[config.mk]
export PLATFORM = sky130hd
export DESIGN_NAME = keyed_accumulate_table
export DESIGN_NICKNAME = d
export VERILOG_FILES = /design/src/rtl/core/kat_pkg.sv /design/src/rtl/core/keyed_accumulate_table.sv /design/src/rtl/core/kat_ctrl.sv /design/src/rtl/core/kat_datapath.sv
export SDC_FILE = /design/constraint.sdc
export NUM_CORES = 2
export LEC_CHECK = 0
export ABC_CLOCK_PERIOD_IN_PS = 9400
export BUFFER_PORTS_ARGS = -buffer_cell sky130_fd_sc_hd__clkbuf_2
export CAP_MARGIN = 20
export CORE_MARGIN = 3
export CORE_UTILIZATION = 30
export DETAILED_ROUTE_END_ITERATION = 10
export SLEW_MARGIN = 40
export SYNTH_ARGS = -nofsm -noshare
export SYNTH_HDL_FRONTEND = slang
export SYNTH_SLANG_ARGS = --single-unit
[constraint.sdc]
create_clock -name clk -period 9.4 [get_ports clk]
set_input_delay 0.94 -clock clk [delete_from_list [all_inputs] [get_ports clk]]
set_output_delay 0.94 -clock clk [all_outputs]
set_load 0.1 [all_outputs]
[src/rtl/core/kat_pkg.sv]
// Shared types and constants for the keyed accumulate table.
// Used by kat_ctrl, kat_datapath and keyed_accumulate_table; no dependencies.
package kat_pkg;

  localparam int DEPTH_DEF = 16;
  localparam int OP_W      = 2;
  localparam int ID_W      = 32;
  localparam int Q_W       = 32;
  localparam int CNT_W     = 5;
  localparam int STAT_W    = 3;

  localparam logic [CNT_W-1:0] CAP_RESET = 5'd16;

  typedef enum logic [OP_W-1:0] {
    OP_ADD  = 2'd0,
    OP_DEL  = 2'd1,
    OP_FIND = 2'd2,
    OP_NOP  = 2'd3
  } op_t;

  typedef enum logic [STAT_W-1:0] {
    STAT_INSERTED = 3'd0,
    STAT_MERGED   = 3'd1,
    STAT_FULL     = 3'd2,
    STAT_DELETED  = 3'd3,
    STAT_NOTFOUND = 3'd4,
    STAT_FOUND    = 3'd5
  } status_t;

  typedef enum logic [1:0] {
    S_IDLE,
    S_LOOK,
    S_UPD
  } state_t;

  // Commands from the controller to the datapath.
  typedef struct packed {
    logic capture;  // latch the input item
    logic lookup;   // compare keys, read the slot store
    logic commit;   // update the table and load the result register
  } cmd_t;

endpackage

[src/rtl/core/keyed_accumulate_table.sv]
// Top level of the keyed accumulate table: controller, datapath and ports.
// Depends on kat_pkg, kat_ctrl and kat_datapath.
//
// A table of DEPTH slots keyed by a 32-bit id, each holding a saturating
// Q16.16 weight and a Q16.16 price. Each operation (add or merge, delete,
// lookup, no-op) gives one result with status, weight, price and the entry
// count after the operation. An item passes through a lookup state, which
// compares the id against every key register in parallel and reads the
// matching slot from the weight/price store, and then an update state, which
// updates the table and loads the result register. While busy, a new item is
// accepted only in the cycle the current result is loaded; a result still
// waiting in the output register does not block the next item's compare.
// Valid bits are flip-flops cleared by reset, so the table is usable the cycle
// after reset. The capacity register takes a write on every transfer on the
// configuration port and should be written only while the block is idle.
module keyed_accumulate_table #(
  parameter int DEPTH = kat_pkg::DEPTH_DEF
) (
  input  logic                       clk,
  input  logic                       rst_n,
  input  logic                       cfg_valid,
  output logic                       cfg_ready,
  input  logic [kat_pkg::CNT_W-1:0]  cfg_data,
  input  logic                       in_valid,
  output logic                       in_ready,
  input  logic [kat_pkg::OP_W-1:0]   in_opcode,
  input  logic signed [kat_pkg::ID_W-1:0] in_item_id,
  input  logic [kat_pkg::Q_W-1:0]    in_add_weight,
  input  logic [kat_pkg::Q_W-1:0]    in_add_price,
  output logic                       out_valid,
  input  logic                       out_ready,
  output logic [kat_pkg::STAT_W-1:0] out_status,
  output logic [kat_pkg::Q_W-1:0]    out_entry_weight,
  output logic [kat_pkg::Q_W-1:0]    out_entry_price,
  output logic [kat_pkg::CNT_W-1:0]  out_entry_count
);
  import kat_pkg::*;

  cmd_t cmd;

  assign cfg_ready = 1'b1;

  kat_ctrl u_ctrl (
    .clk       (clk),
    .rst_n     (rst_n),
    .in_valid  (in_valid),
    .in_ready  (in_ready),
    .out_valid (out_valid),
    .out_ready (out_ready),
    .cmd       (cmd)
  );

  kat_datapath #(
    .DEPTH (DEPTH)
  ) u_datapath (
    .clk        (clk),
    .rst_n      (rst_n),
    .cmd        (cmd),
    .cfg_we     (cfg_valid && cfg_ready),
    .cfg_data   (cfg_data),
    .in_opcode  (in_opcode),
    .in_key     ($unsigned(in_item_id)),
    .in_weight  (in_add_weight),
    .in_price   (in_add_price),
    .res_status (out_status),
    .res_weight (out_entry_weight),
    .res_price  (out_entry_price),
    .res_count  (out_entry_count)
  );

endmodule

[src/rtl/core/kat_ctrl.sv]
// Controller state machine for the keyed accumulate table.
// Depends on kat_pkg; drives kat_datapath through a cmd_t bundle.
module kat_ctrl (
  input  logic          clk,
  input  logic          rst_n,
  input  logic          in_valid,
  output logic          in_ready,
  output logic          out_valid,
  input  logic          out_ready,
  output kat_pkg::cmd_t cmd
);
  import kat_pkg::*;

  state_t state_r, state_nxt;
  logic   out_valid_r, out_valid_r_nxt;
  logic   out_free;

  assign out_free  = !out_valid_r || out_ready;
  assign out_valid = out_valid_r;

  always_comb begin
    state_nxt = state_r;
    unique case (state_r)
      S_IDLE: begin
        if (in_valid) state_nxt = S_LOOK;
      end
      S_LOOK: state_nxt = S_UPD;
      S_UPD: begin
        if (out_free) state_nxt = in_valid ? S_LOOK : S_IDLE;
      end
      default: state_nxt = S_IDLE;
    endcase
  end

  always_comb begin
    in_ready    = 1'b0;
    cmd.lookup  = 1'b0;
    cmd.commit  = 1'b0;
    unique case (state_r)
      S_IDLE: in_ready = 1'b1;
      S_LOOK: cmd.lookup = 1'b1;
      S_UPD: begin
        // The next item may enter in the cycle the current result is loaded.
        in_ready   = out_free;
        cmd.commit = out_free;
      end
      default: ;
    endcase
    cmd.capture = in_valid && in_ready;
  end

  always_comb begin
    out_valid_r_nxt = out_valid_r;
    if (cmd.commit) out_valid_r_nxt = 1'b1;
    else if (out_ready) out_valid_r_nxt = 1'b0;
  end

  always_ff @(posedge clk) begin
    if (!rst_n) begin
      state_r     <= S_IDLE;
      out_valid_r <= 1'b0;
    end else begin
      state_r     <= state_nxt;
      out_valid_r <= out_valid_r_nxt;
    end
  end

endmodule

[src/rtl/core/kat_datapath.sv]
// Datapath of the keyed accumulate table: key registers, valid bits, slot store,
// parallel key compare, saturating merge and the result register. Depends on kat_pkg.
module kat_datapath #(
  parameter int DEPTH = kat_pkg::DEPTH_DEF
) (
  input  logic                       clk,
  input  logic                       rst_n,
  input  kat_pkg::cmd_t              cmd,
  input  logic                       cfg_we,
  input  logic [kat_pkg::CNT_W-1:0]  cfg_data,
  input  logic [kat_pkg::OP_W-1:0]   in_opcode,
  input  logic [kat_pkg::ID_W-1:0]   in_key,
  input  logic [kat_pkg::Q_W-1:0]    in_weight,
  input  logic [kat_pkg::Q_W-1:0]    in_price,
  output logic [kat_pkg::STAT_W-1:0] res_status,
  output logic [kat_pkg::Q_W-1:0]    res_weight,
  output logic [kat_pkg::Q_W-1:0]    res_price,
  output logic [kat_pkg::CNT_W-1:0]  res_count
);
  import kat_pkg::*;

  localparam int IDX_W   = (DEPTH > 1) ? $clog2(DEPTH) : 1;
  localparam int LIM_MAX = (DEPTH < 32) ? DEPTH : 31;
  localparam logic [CNT_W-1:0] LIM_MAX_C = CNT_W'(LIM_MAX);

  // Captured item.
  op_t              op_r;
  logic [ID_W-1:0]  key_r;
  logic [Q_W-1:0]   w_r;
  logic [Q_W-1:0]   p_r;

  // Table state.
  logic [CNT_W-1:0] cap_r;
  logic [CNT_W-1:0] cnt_r, cnt_r_nxt;
  logic [DEPTH-1:0] valid_r;
  logic [ID_W-1:0]  key_mem [DEPTH];
  logic [2*Q_W-1:0] slot_mem [DEPTH];

  // Lookup stage results.
  logic [DEPTH-1:0] match;
  logic             hit_any, free_any;
  logic [IDX_W-1:0] hit_idx, free_idx;
  logic             hit_r, free_r;
  logic [IDX_W-1:0] hit_idx_r, free_idx_r;
  logic [2*Q_W-1:0] rd_r;

  // Update stage.
  logic [Q_W:0]     sum;
  logic [Q_W-1:0]   sat;
  logic [Q_W-1:0]   rd_w, rd_p;
  logic [CNT_W-1:0] limit;
  logic             full;
  logic             mem_we, key_we, valid_set, valid_clr;
  logic [IDX_W-1:0] waddr;
  logic [2*Q_W-1:0] wdata;
  status_t          stat_nxt;
  logic [Q_W-1:0]   ow_nxt, op_nxt;

  // Result register.
  status_t          stat_r;
  logic [Q_W-1:0]   ow_r, opr_r;
  logic [CNT_W-1:0] ocnt_r;

  // Keys are unique among valid slots, so at most one match bit is set and
  // the hit index is a plain OR of the matching indices.
  always_comb begin
    hit_idx  = '0;
    free_idx = '0;
    free_any = 1'b0;
    for (int i = 0; i < DEPTH; i++) begin
      match[i] = valid_r[i] && (key_mem[i] == key_r);
      if (match[i]) hit_idx = hit_idx | IDX_W'(i);
    end
    for (int i = DEPTH - 1; i >= 0; i--) begin
      if (!valid_r[i]) begin
        free_idx = IDX_W'(i);
        free_any = 1'b1;
      end
    end
    hit_any = |match;
  end

  assign rd_w  = rd_r[2*Q_W-1:Q_W];
  assign rd_p  = rd_r[Q_W-1:0];
  assign sum   = {1'b0, rd_w} + {1'b0, w_r};
  assign sat   = sum[Q_W] ? '1 : sum[Q_W-1:0];
  assign limit = (cap_r < LIM_MAX_C) ? cap_r : LIM_MAX_C;
  assign full  = (cnt_r >= limit) || !free_r;

  always_comb begin
    mem_we    = 1'b0;
    key_we    = 1'b0;
    valid_set = 1'b0;
    valid_clr = 1'b0;
    waddr     = hit_idx_r;
    wdata     = {sat, rd_p};
    cnt_r_nxt = cnt_r;
    stat_nxt  = STAT_NOTFOUND;
    ow_nxt    = '0;
    op_nxt    = '0;
    unique case (op_r)
      OP_ADD: begin
        if (hit_r) begin
          mem_we   = 1'b1;
          stat_nxt = STAT_MERGED;
          ow_nxt   = sat;
          op_nxt   = rd_p;
        end else if (full) begin
          stat_nxt = STAT_FULL;
        end else begin
          mem_we    = 1'b1;
          key_we    = 1'b1;
          valid_set = 1'b1;
          waddr     = free_idx_r;
          wdata     = {w_r, p_r};
          cnt_r_nxt = cnt_r + 1'b1;
          stat_nxt  = STAT_INSERTED;
          ow_nxt    = w_r;
          op_nxt    = p_r;
        end
      end
      OP_DEL: begin
        if (hit_r) begin
          valid_clr = 1'b1;
          if (cnt_r != '0) cnt_r_nxt = cnt_r - 1'b1;
          stat_nxt  = STAT_DELETED;
          ow_nxt    = rd_w;
          op_nxt    = rd_p;
        end
      end
      OP_FIND: begin
        if (hit_r) begin
          stat_nxt = STAT_FOUND;
          ow_nxt   = rd_w;
          op_nxt   = rd_p;
        end
      end
      OP_NOP: ;
      default: ;
    endcase
  end

  // Control state.
  always_ff @(posedge clk) begin
    if (!rst_n) begin
      cap_r   <= CAP_RESET;
      cnt_r   <= '0;
      valid_r <= '0;
    end else begin
      if (cfg_we) cap_r <= cfg_data;
      if (cmd.commit) begin
        cnt_r <= cnt_r_nxt;
        if (valid_set) valid_r[free_idx_r] <= 1'b1;
        if (valid_clr) valid_r[hit_idx_r]  <= 1'b0;
      end
    end
  end

  // Payload registers and the slot store.
  always_ff @(posedge clk) begin
    if (cmd.capture) begin
      op_r  <= op_t'(in_opcode);
      key_r <= in_key;
      w_r   <= in_weight;
      p_r   <= in_price;
    end
    if (cmd.lookup) begin
      hit_r      <= hit_any;
      hit_idx_r  <= hit_idx;
      free_r     <= free_any;
      free_idx_r <= free_idx;
      rd_r       <= slot_mem[hit_idx];
    end
    if (cmd.commit) begin
      if (mem_we) slot_mem[waddr] <= wdata;
      if (key_we) key_mem[free_idx_r] <= key_r;
      stat_r <= stat_nxt;
      ow_r   <= ow_nxt;
      opr_r  <= op_nxt;
      ocnt_r <= cnt_r_nxt;
    end
  end

  assign res_status = stat_r;
  assign res_weight = ow_r;
  assign res_price  = opr_r;
  assign res_count  = ocnt_r;

endmodule

## Word level (Yosys, flattened, before mapping)

Memory sizes are Yosys's and may differ from the RTL's. A register that Yosys moved wholly into a read port is not among the register bits.
Cells that the tools add are included.

| storage, ports and cells | value |
|---|---|
| register bits after elaboration | 209 |
| memory bits (writable) | 1,536 |
| input bits | 108 |
| output and inout port bits | 75 |
| word-level logic and storage cells | 177 |
| memories kept | 2 |

| operators by class | value |
|---|---|
| add/sub/neg operators | 3 |
| magnitude comparators | 6 |
| eq/ne operators | 22 |
| mux-type cells | 87 |
| bitwise logic cells | 3 |
| reductions and logical operators | 34 |

Memories:

| memory | words | bits a word | read ports | clocked after Yosys merged registers in | write ports | line | RTL |
|---|---|---|---|---|---|---|---|
| u_datapath.slot_mem | 16 | 64 | 1 | 1 | 1 | kat_datapath.sv:37 | `logic [2*Q_W-1:0] slot_mem [DEPTH];` |
| u_datapath.key_mem | 16 | 32 | 16 | 0 | 1 | kat_datapath.sv:36 | `logic [ID_W-1:0] key_mem [DEPTH];` |

Operator list:

| kind | count |
|---|---|
| == test 32 bit | 16 |
| 2-to-1 mux 32 bit | 7 |
| 2-to-1 mux 64 bit | 3 |
| case mux 32 bit (2 select lines) | 2 |
| 2-to-1 mux 4 bit | 19 |
| 2-to-1 mux 16 bit | 4 |
| adder 32 x 32 -> 33 bit | 1 |
| 2-to-1 mux 3 bit | 10 |
| 2-to-1 mux 5 bit | 5 |
| 2-to-1 mux 1 bit | 24 |
| logical AND 1 bit | 19 |
| bitwise AND 16 bit | 1 |
| NOT 16 bit | 1 |
| OR 16 bit | 1 |
| OR reduction 16 bit | 1 |
| AND reduction 15 bit | 1 |
| 2-to-1 mux 2 bit | 7 |
| < comparator 4 x 5 -> 1 bit, second input constant | 2 |
| case mux 5 bit (2 select lines) | 1 |
| case mux 3 bit (3 select lines) | 1 |
| demux 1 bit (select 4 bit) | 2 |
| greater-or-equal comparator 4 x 1 -> 1 bit, second input constant | 2 |
| AND reduction 8 bit | 1 |
| case mux 2 bit (3 select lines) | 1 |
| other kinds (17) | 23 |

## Depth between registers and ports, before layout

An unclocked memory read counts as a cell.

| logic depth | value |
|---|---|
| depth after elaboration | 18 |
| mapped depth | 15 |
| depth with buffers taken out | 12 |

## By module

From an unflattened synthesis, not the netlist that was laid out.

| second synthesis, totals | value |
|---|---|
| cell total of the unflattened synthesis | 4,488 |
| area total of the unflattened synthesis | 75,836.5 sq um |

By module, submodules not included:

| module | instances | cells each | area each (sq um) | seq. area each (sq um) |
|---|---|---|---|---|
| kat_datapath | 1 | 4,470 | 75,658.8 | 53,971.8 |
| kat_ctrl | 1 | 16 | 166.4 | 60.1 |
| keyed_accumulate_table | 1 | 2 | 11.3 | 0.0 |

## Worst setup path before layout

Ideal clock, no wire load.

| timing path | value |
|---|---|
| path kind | input to register |
| from | input out_ready |
| to | register u_datapath.valid_r[12] |
| arrival time | 6.385 ns |
| data required time | 9.328 ns |
| setup slack | 2.943 ns |
| cell stages on the path | 7 |
| buffers on the path | 1 |
| cell sequence | nand2b_1 > nand2b_1 > clkbuf_1 > clkinv_1 > nand2_1 > nor4_1 > o221a_2 |

RTL lines:

| what | line | RTL |
|---|---|---|
| from (decl) | keyed_accumulate_table.sv:31 | `input logic out_ready,` |
| to (signal assigned) | kat_datapath.sv:148 | `valid_r <= '0;` |
| to (signal, indexed assignment) | kat_datapath.sv:153 | `if (valid_set) valid_r[free_idx_r] <= 1'b1;` |
| to (signal, indexed assignment) | kat_datapath.sv:154 | `if (valid_clr) valid_r[hit_idx_r] <= 1'b0;` |
| to (decl) | kat_datapath.sv:35 | `logic [DEPTH-1:0] valid_r;` |

## Final worst setup path

| timing path | value |
|---|---|
| from | register u_datapath.key_r[26] |
| to | register u_datapath.rd_r[51] (read register of u_datapath.slot_mem), data pin |

| between the ends | value |
|---|---|
| cells in the longest elaborated chain, start to end | 17 |
| elaborated cells on any way between the ends | 45 |
| classes of those cells | 15 x eq/ne; 15 x mux; 15 x reduce/logical |

Ends and longest elaborated chain:

| what | line | RTL |
|---|---|---|
| from (decl) | kat_datapath.sv:28 | `logic [ID_W-1:0] key_r;` |
| from (signal assigned) | kat_datapath.sv:163 | `key_r <= in_key;` |
| == test 32 bit | kat_datapath.sv:71 | `match[i] = valid_r[i] && (key_mem[i] == key_r);` |
| logical AND 1 bit | kat_datapath.sv:71 |  |
| 2-to-1 mux 1 bit | kat_datapath.sv:72 | `if (match[i]) hit_idx = hit_idx \| IDX_W'(i);` |
| 2-to-1 mux 2 bit (2 in series) | kat_datapath.sv:72 |  |
| 2-to-1 mux 3 bit (4 in series) | kat_datapath.sv:72 |  |
| 2-to-1 mux 4 bit (7 in series) | kat_datapath.sv:72 |  |
| 2-to-1 mux 4 bit * | kat_datapath.sv:72 |  |
| to (decl) | kat_datapath.sv:45 | `logic [2*Q_W-1:0] rd_r;` |

Every way passes the cells marked *; elsewhere a longest branch is shown, timed or not.
A chain may end at the register's enable or synchronous reset.

==> impl_metrics.ini <==
[pwr]
peakVddDrop_mv = 0.1710
finalPower_mw = 17.01
power.density_mw_per_mm2 = 195.7
p_leak_nw = 27.40

[cts]
clockBufferDepth = 3
ctsRootBufferMaster = clkbuf_16
clk_pin_slew_ns = 0.06
post_cts_resized = 0
insertion_delay_ns = 0.84
cts_num_sinks = 1809
cts_tree = built
htree_levels = 4
holdBufCountCts = 0
numCtsBuffers = 182
cts_setup_buffers = 0

[setup_path]
crit_buf_inv = 4
path_class = flip-flop to flip-flop
cp-start-kind = flip-flop
crit_path_cell_trace = buf_4, xor2_1, nor4_1, nand4_1, nor4_1, nor4_4, buf_12, nand2_8, buf_4, buf_4, mux2_2, a2111oi_0, nand3_1
critPathRequiredTime_ns = 9.97
slowest_stage = edfxtp_1
worstPathArrival_ns = 6.81
crit_path_end_kind = flip-flop
critPathTopFamily = simple AND/OR/NAND/NOR gates
cpMostUsedCell = buf_4
reg2reg_slack_ns = 3.16
crit_fanout = 131
cpPeakStageDelay_ns = 0.74

[timing]
max_slew_margin_pct = 37.67
final.setup_skew_ns = 0.05331
setup_viol = 0
worst_pin_slew_ns = 0.9349
grt_setup_unrepaired = no
fin_crit_sh_pct = 66.36
fin_tns_setup_ns = 0
max_freq_mhz = 160.3
hold_viol_final = 0
slew_viol_final = 0
period_minus_slack_ns = 6.238

[drt]
drt-initial-drc-count = 4571
drc = 0
wl_met3_um = 13530
routedWlPerCell_um = 24.83
met2_length_um = 100300
dr.pass1.iters = 6
via_per_inst = 5.235
ant_nets = 0
maxUsedRoutingLayer = met5
num_vias = 45640
drt-met1-wl_um = 95790
routed_wl_um = 216400

[status]
outcome = complete, no violations

[synth]
synthFlopType = edfxtp_1
ys_types = 82
syn_area_mm2 = 0.07591
ys_async_sr_fraction_pct = 0
synth_nets = 5199
yosysMostFrequentCell = edfxtp_1
avgSynthCellArea_um2 = 15.04
yosys-top-cells-count = 1780 x edfxtp_1, 355 x nand3_1, 347 x xor2_1
netlist.area_leader.share_pct = 70.42
synthTopCellsByArea = edfxtp_1 70%, xor2_1 4.0%, a211oi_1 2.6%
synth-edff-count = 1780
syn_inst = 5047
yosysTopAreaCell = edfxtp_1
ys.warnings.count = 0
yosysSeqAreaShare_pct = 71.18
synth-seq-cells = 1809

[global_route]
grt_use_total_pct = 16.27
grt_remaining_overflow = 0
grt_pass1_wl_um = 315000
antenna_found_initial = 5
grt_max_degree = 154
grt_pass1_vias = 44460

[finish]
drive_gt1_share_pct = 14.96
syn_to_final_growth_pct = 14.52
final_nets = 5369

[hold_path]
hp-class = input pin to flip-flop

[place]
port_buffers = 181
place_congestion = 0.8304
hpwl_um = 123900

[floorplanning]
die_h_um = 509.0
fp.dieArea_mm2 = 0.2591
boundaryPins = 183
start_util_pct = 30.17
fp-row-count = 184
die_w_um = 509.0
coreArea_mm2 = 0.2516

[job]
max-cap-violations = 0
-- layer usage --
metal	track usage, %	up-vias
met3	2.418	285
met5	0	-
li1	-	20070
met2	25.79	1791
met1	22.82	23490
met4	5.438	2
-- worst reg2reg max path, stage by stage, from the launching register on --
cell       delay [ns]
edfxtp_1         0.74
buf_4            0.38
xor2_1           0.13
nor4_1           0.41
nand4_1          0.17
nor4_1           0.62
nor4_4           0.15
buf_12           0.25
nand2_8          0.70
buf_4            0.72
buf_4            0.62
mux2_2           0.41
a2111oi_0        0.53
nand3_1          0.14
-- report_power, final --
part	total (mW)	leakage [nW]	switching, mW	internal, mW
Clock	7.10	2.82	3.18	3.92
Combinational	0.850	8.29	0.636	0.214
Sequential	9.06	16.3	0.0536	9.01
Total	17.0	27.4	3.87	13.1
-- final timing paths --
check / start / endpoint / cells past startpoint
worst max-delay path: u_datapath.key_r[26] / u_datapath.rd_r[51] / 13
worst min-delay path: in_item_id[23] / u_datapath.key_r[23] / 1
worst max register to register: u_datapath.key_r[26] / u_datapath.rd_r[51] / 13
worst min register to register: u_datapath.cap_r[0] / u_datapath.cap_r[0] / 2
-- flip-flops by register name (all words and copies together) (netlist names), 4 cells and up --
register,cells
u_datapath.slot_mem,1024
u_datapath.key_mem,512
u_datapath.rd_r,64
u_datapath.key_r,32
u_datapath.p_r,32
u_datapath.res_price,32
u_datapath.res_weight,32
u_datapath.w_r,32
u_datapath.valid_r,16
u_datapath.cap_r,5
u_datapath.cnt_r,5
u_datapath.res_count,5
u_datapath.free_idx_r,4
u_datapath.hit_idx_r,4
-- area by class of cell --
type	instances	area (um^2)
antenna	4	10.01
clock buffer	227	4723
clock inverter	106	1090
fill	23920	164700
inverter	34	135.1
multi-input combinational	2862	20420
sequential	1809	54030
tap	3348	4189
timing repair buffer	328	2331
-- layout by cell type (no fill, tap or decap), types with 66 or more instances in the layout --
cell type / instances
edfxtp_1: 1780
nand3_1: 355
xor2_1: 347
o21ai_0: 282
a211oi_1: 266
nand2_1: 214
xnor2_1: 188
clkbuf_16: 182
clkbuf_2: 181
a21oi_1: 138
mux2i_1: 136
mux2_2: 130
nor4_1: 128
buf_4: 112
nor2_1: 74
nand4_1: 68
o22a_1: 66
-- stage by stage --
| step | hold slack [ns] | setup WS, ns | cell area (um^2) | std cells | utilization [%] |
|---|---|---|---|---|---|
| after global routing | 0.2310 | 2.744 | 86920 | 8717 | 34.54 |
| final | 0.2733 | 3.162 | 86930 | 8718 | 34.54 |
| after detailed placement | 0.5094 | 3.069 | 80900 | 8374 | 32.15 |
| after floorplan | 0.4742 | 2.943 | 75910 | 5047 | - |
| after CTS | 0.2056 | 3.077 | 86710 | 8707 | 34.46 |
| after global placement | 0.4946 | 3.018 | 80640 | 8368 | 32.05 |
-- cells by family (layout without fill, tap and decap cells) --
| family | count (synthesis) | after routing | synth area share [%] |
|---|---|---|---|
| mux | 266 | 266 | 3.722 |
| other cells | 1 | 5 | 0.004940 |
| simple gates | 1022 | 1022 | 6.915 |
| compound gates | 994 | 994 | 8.791 |
| buf+inv | 376 | 695 | 2.477 |
| flops | 1809 | 1809 | 71.18 |
| fa+ha+maj | 44 | 44 | 0.7352 |
| xor+xnor | 535 | 535 | 6.173 |
No activity file was read; power rests on OpenSTA's default activity.
